## config.mk

```make
export PLATFORM = sky130hd
export DESIGN_NAME = pcrm_ctrl
export DESIGN_NICKNAME = d
export VERILOG_FILES = /design/src/hdl/pcrm_pkg.sv /design/src/hdl/pcrm_ctrl.sv
export SDC_FILE = /design/constraint.sdc
export NUM_CORES = 1
export LEC_CHECK = 0
export BUFFER_PORTS_ARGS = -buffer_cell sky130_fd_sc_hd__buf_2
export CAP_MARGIN = 20
export CORE_AREA = 3 3 40 42
export CTS_CLUSTER_SIZE = 30
export DETAILED_ROUTE_END_ITERATION = 6
export DIE_AREA = 0 0 43 45
export GPL_TIMING_DRIVEN = 0
export PLACE_DENSITY_LB_ADDON = 0.3
export REMOVE_ABC_BUFFERS = 1
export SLEW_MARGIN = 20
export SYNTH_ARGS = -nofsm -noshare
export SYNTH_HDL_FRONTEND = slang
export SYNTH_SLANG_ARGS = --single-unit
```

## constraint.sdc

```tcl
create_clock -name i_clk -period 1.6 [get_ports i_clk]
set_clock_uncertainty 0.05 [all_clocks]
set_input_delay 0.32 -clock i_clk [delete_from_list [all_inputs] [get_ports i_clk]]
set_output_delay 0.32 -clock i_clk [all_outputs]
set_load 0.01 [all_outputs]
```

## src/hdl/pcrm_pkg.sv

```systemverilog
// Shared types and constants for the per-cell running mean and peak block.
// Holds grid sizing, register indexes, the item structs and the control structs.
// No dependencies; every other file imports this package.
`timescale 1ns / 1ps
`default_nettype none

package pcrm_pkg;

    // Grid size and cell store depth.
    localparam int GRID_X      = 64;
    localparam int GRID_Y      = 64;
    localparam int ADDR_W      = 12;
    localparam int STORE_DEPTH = 1 << ADDR_W;
    localparam int CELL_COUNT  = GRID_X * GRID_Y;
    localparam int CELL_LIMIT  = (CELL_COUNT < STORE_DEPTH) ? CELL_COUNT : STORE_DEPTH;
    localparam logic [ADDR_W:0] CELL_LIMIT_V = (ADDR_W + 1)'(CELL_LIMIT);

    // Field widths.
    localparam int RHO_W   = 24;
    localparam int LEVEL_W = 17;
    localparam int FRAME_W = 24;

    // Shared divider: quotient bits, one per cycle.
    localparam int DIV_STEPS = 17;
    localparam int DIV_CNT_W = 5;
    localparam logic [DIV_CNT_W-1:0] DIV_LAST = DIV_CNT_W'(DIV_STEPS - 1);

    localparam logic [FRAME_W-1:0] FRAME_MAX = '1;

    // Configuration port.
    localparam int CFG_IDX_W  = 2;
    localparam int CFG_DATA_W = 24;
    localparam logic [CFG_IDX_W-1:0] CFG_ENABLED = 2'd0;
    localparam logic [CFG_IDX_W-1:0] CFG_BASE    = 2'd1;
    localparam logic [CFG_IDX_W-1:0] CFG_SPAN    = 2'd2;

    localparam logic [RHO_W-1:0] BASE_RESET = 24'd1048576;
    localparam logic [RHO_W-1:0] SPAN_RESET = 24'd10486;

    typedef struct packed {
        logic [ADDR_W-1:0] cell_index;
        logic [RHO_W-1:0]  rho_sample;
        logic              new_frame;
    } t_in;

    typedef struct packed {
        logic [ADDR_W-1:0]  cell_index_out;
        logic [LEVEL_W-1:0] mean_level;
        logic [RHO_W-1:0]   peak_excess;
        logic [FRAME_W-1:0] frames_seen;
    } t_out;

    typedef enum logic [3:0] {
        ST_CLEAR,
        ST_IDLE,
        ST_PREP,
        ST_NORM_GO,
        ST_NORM_WAIT,
        ST_SQUARE,
        ST_SUM,
        ST_MEAN_GO,
        ST_MEAN_WAIT,
        ST_WRITE
    } t_state;

    // Commands from the controller to the datapath.
    typedef struct packed {
        logic accept;
        logic prep;
        logic norm_start;
        logic square;
        logic sum;
        logic mean_start;
        logic write;
        logic clear_step;
    } t_cmd;

    // Status from the datapath to the controller.
    typedef struct packed {
        logic clear_last;
        logic div_done;
        logic update;
        logic out_busy;
    } t_status;

endpackage

`default_nettype wire

```

## src/hdl/pcrm_ctrl.sv

```systemverilog
// Controller state machine: clearing sweep, item sequencing, output handoff.
// Depends on pcrm_pkg.
`timescale 1ns / 1ps
`default_nettype none

module pcrm_ctrl (
    input  wire logic              i_clk,
    input  wire logic              i_rst_n,
    input  wire logic              i_in_valid,
    output logic                   o_in_ready,
    input  wire pcrm_pkg::t_status i_status,
    output pcrm_pkg::t_cmd         o_cmd
);
    import pcrm_pkg::*;

    t_state r_state;
    t_state n_state;

    // State register.
    always_ff @(posedge i_clk) begin
        if (!i_rst_n) begin
            r_state <= ST_CLEAR;
        end else begin
            r_state <= n_state;
        end
    end

    // Next state and commands.
    always_comb begin
        n_state    = r_state;
        o_cmd      = '0;
        o_in_ready = 1'b0;
        unique case (r_state)
            ST_CLEAR: begin
                o_cmd.clear_step = 1'b1;
                if (i_status.clear_last) begin
                    n_state = ST_IDLE;
                end
            end
            ST_IDLE: begin
                o_in_ready = 1'b1;
                if (i_in_valid) begin
                    o_cmd.accept = 1'b1;
                    n_state      = ST_PREP;
                end
            end
            ST_PREP: begin
                o_cmd.prep = 1'b1;
                n_state    = i_status.update ? ST_NORM_GO : ST_WRITE;
            end
            ST_NORM_GO: begin
                o_cmd.norm_start = 1'b1;
                n_state          = ST_NORM_WAIT;
            end
            ST_NORM_WAIT: begin
                if (i_status.div_done) begin
                    n_state = ST_SQUARE;
                end
            end
            ST_SQUARE: begin
                o_cmd.square = 1'b1;
                n_state      = ST_SUM;
            end
            ST_SUM: begin
                o_cmd.sum = 1'b1;
                n_state   = ST_MEAN_GO;
            end
            ST_MEAN_GO: begin
                o_cmd.mean_start = 1'b1;
                n_state          = ST_MEAN_WAIT;
            end
            ST_MEAN_WAIT: begin
                if (i_status.div_done) begin
                    n_state = ST_WRITE;
                end
            end
            ST_WRITE: begin
                // Hold until the output register can take the item.
                if (!i_status.out_busy) begin
                    o_cmd.write = 1'b1;
                    n_state     = ST_IDLE;
                end
            end
            default: begin
                n_state = ST_IDLE;
            end
        endcase
    end

endmodule

`default_nettype wire

```

== Yosys cells after proc, flatten, opt, wreduce, memory -nomap -nowiden ==
Index checks and enable logic that the tools add are counted.
Widths: inputs -> output; s select.

* Multiplexer cells: 18
* Reduce and logical (&&, ||, !) cells: 2
* Equality and inequality tests: 14

{| class="wikitable"
|+ Operator list
! cell !! count
|-
| $pmux 4 s10 || 1
|-
| $mux 4 || 6
|-
| $eq 4x3->1 const B || 4
|-
| $mux 1 || 11
|-
| $ne 2x2->1 const B || 5
|-
| $eq 4x2->1 const B || 2
|-
| $eq 4x4->1 const B || 2
|-
| $reduce_and 5->1 || 1
|-
| $eq 4x1->1 const B || 1
|-
| $logic_not 4->1 || 1
|}

* Logic and storage cells: 35
* Output and inout port bits: 9
* Register bits after elaboration: 4

== Depth between registers and ports, before layout ==
* Depth in word-level cells: 3
* Mapped depth: 5

== Worst setup path after synthesis ==
No wires, ideal clock.

* Kind: flip-flop to output port
* From: reg r_state[3]
* To: out o_cmd[7] (netlist bit)
* Buffers on the path: 0
* Data arrival time: 1066 ps
* Cell stages (with the launch flop): 4
* Path slack: 164 ps
* Path through: dfxtp_1 -> nand2b_2 -> nor3_1 -> and2_1

{| class="wikitable"
|+ RTL lines
! element !! RTL line !! source
|-
| from (decl) || pcrm_ctrl.sv:16 || <nowiki>t_state r_state;</nowiki>
|-
| from (signal assigned) || pcrm_ctrl.sv:24 || <nowiki>r_state <= n_state;</nowiki>
|-
| to (decl) || pcrm_ctrl.sv:12 || <nowiki>output pcrm_pkg::t_cmd o_cmd</nowiki>
|}

==> metrics.yaml <==
maxCapViolCount: 0
fmax_mhz: 643.9
yosysWarnings: 0
syn_avg_cell_area_um2: 8.164
core_mm2: 0.001285
intPower_w: 0.0003446
holdPathStages: 2
antenna_found_initial: 0
place_inst: 66
holdBufCountCts: 0
gp_congestion: 0.7177
cts.reportedPaths.clkPinSlew_ps: 40
setup_viol: 0
synth-edff-count: 0
cts_tree: "done"
largest_reg_flops: 4
report.final.hold_viol_count: 0
ant_nets: 0
htreeDepth: 1
grt_pass1_wl_um: 1366
detailed_place_hpwl_um: 583.9
power_density_mw_per_mm2: 1122
syn_area_um2: 326.6
peakVddDrop_mv: 0.3943
die_y_um: 45
vias: 367
seq_area_frac_synth_pct: 24.52
antenna_cells: 0
min_period_over_period_pct: 97.06
crit_fanout: 8
synth_cell_types: 23
initial_core_util_pct: 25.41
rsz0062_at_grt: "yes"
met2WireLength_um: 424
cts_root_buffer: "clkbuf_4"
first_pass_iters: 3
r2r_start: "r_state[3]"
ys_dominant_reg_cell: "dfxtp_1"
cp.arrival_ps: 1180
drive_gt1_share_pct: 54.24
hold_class: "input port to flop"
totalWireLength_um: 883
seq_power_share_pct: 33.1
rrSetupSlack_ps: 140
holdWs_ps: 319.6
clk_latency_ps: 230
leakage_nw: 0.2154
ys_async_sr_fraction_pct: 0
drtIter0Drc: 6
relSlewSlack_pct: 82.06
place_ws_ps: -14.46
r2r-end: "r_state[0]"
top_layer: "met3"
switching_share_pct: 37.20
final-max-slew-violation-count: 0
power.switching_w: 0.0002042
critPathKind: "flop to output pin"
post-route-drc-count: 0
port_buffers: 15
top_register: "r_state"
power_w: 0.0005488
hold_start: "i_rst_n"
drt-vias-per-instance: 4.959
syn_inst: 40
cts.sinks: 4
share_comb_of_total_power_pct: 45.0
grt_max_degree: 14
gr-total-overflow: 0
top_regs: "r_state (4)"
grt_pass1_vias: 317
fillers: 141
finalWorstSetupSlack_ps: 47.04
wl_met3_um: 44
area_growth_pct: 49.81
status: "completed"
clockBufferDepth: 2
die_area_mm2: 0.001935
startpoint_type: "flop"
rows: 13
crit_path_end_kind: "output pin"
pwr-share-clk_pct: 21.9
fp.dieW_um: 43
pin_count: 16
met1_length_um: 414
layout.cells.non_filler: 74
ys_ff_latch: 4
wl_per_cell_um: 11.93
final_core_util_pct: 38.07
grt_use_total_pct: 9.151
rr_worst_depth: 5
tightestPinTransition_ps: 266.9
numCtsBuffers: 3
period_needed_ps: 1553
cp.required_ps: 1230
whs_endpoint: "r_state[0]"
nets: 68
cells in the mapped netlist (2+ instances only):
library cell,n,share of area (%)
mux2i_1,2,6.1
nor2_1,3,3.4
nor3b_1,2,4.6
and4b_1,2,6.1
dfxtp_1,4,25
buf_2,4,6.1
nor3_1,3,4.6
o31ai_1,2,4.6
nand2_1,3,3.4
nor4_1,2,3.8
logic make-up after synthesis:
group / share of synthesized area (%)
buffers and inverters: 6.131
AOI/OAI and AO/OA: 17.24
and+or+nand+nor: 40.61
xor gates and xnor gates: 5.365
muxes: 6.131
DFF: 24.52
cell type report:
class	count	area, um2	area share, %
Tap cell	15	18.77	3.836
Multi-Input combinational cell	32	245.2	50.13
Timing Repair Buffer	20	112.6	23.02
Sequential cell	4	90.09	18.41
Clock buffer	3	22.52	4.604
worst max-delay path, stage by stage (launching register included):
cell	delay (ps)
dfxtp_4	360
nand2b_4	170
nor3_4	170
and2_1	130
buf_2	120
power groups by stage:
| stage | Sequential (W) | Combinational, W | Clock (W) |
|---|---|---|---|
| 5_1_grt | 0.000187 | 0.000272 | 0.000130 |
| 6_report | 0.000182 | 0.000247 | 0.000120 |
| 3_5_place_dp | 0.000174 | 0.000187 | 0 |
| 2_1_floorplan | 0.000158 | 0.000133 | 0 |
| 3_3_place_gp | 0.000173 | 0.000184 | 0 |
| 4_1_cts | 0.000180 | 0.000195 | 0.000126 |
layout by cell type, fill, tap and decap left out:
cell / instances
buf_2: 15
buf_4: 5
nand2_1: 3
clkbuf_4: 3
nor2_1: 2
nor3_1: 2
nor3b_1: 2
nor4_1: 2
and4b_1: 2
o31ai_1: 2
mux2i_1: 2
dfxtp_4: 2
dfxtp_2: 2
nand2b_4: 1
nand2b_1: 1
nor3_4: 1
nor2_2: 1
and2_1: 1
xor2_1: 1
nand3_1: 1
or2_1: 1
xnor2_1: 1
or3_1: 1
o32ai_2: 1
a21oi_2: 1
o21ai_0: 1
nor4b_1: 1
o221a_1: 1
worst max-delay path by stage:
stage	slack, ps	depth (start not counted)	endpoint	from
4_1_cts	7	3	o_cmd[1]	r_state[2]
3_3_place_gp	20	4	r_state[0]	r_state[0]
2_1_floorplan	40	3	o_cmd[7]	r_state[0]
6_report	50	4	o_cmd[7]	r_state[3]
5_1_grt	-20	4	o_cmd[7]	r_state[3]
3_5_place_dp	-10	4	r_state[0]	r_state[0]
what timing repair did:
| action | CTS | global route |
|---|---|---|
| resized for setup | 7 | 3 |
| buffers inserted | 0 | 5 |
| endpoints found under the setup margin | 8 | 7 |
| pin swaps | 0 | 2 |
metrics by stage:
step                      instance area [um2]  TNS, ps
final                                   489.2        0
after CTS                               441.7        0
after floorplan                         306.5        0
after global placement                  400.4        0
after detailed placement                400.4   -17.66
after global routing                    489.2   -24.64
per-layer routing:
metal  vias to the layer above  GRT usage (%)
li1                        189              -
met1                       167          12.02
met2                        11          14.37
met3                         0              0
met4                         0          7.229
met5                         -              0
(Power assumes the default switching activity.)
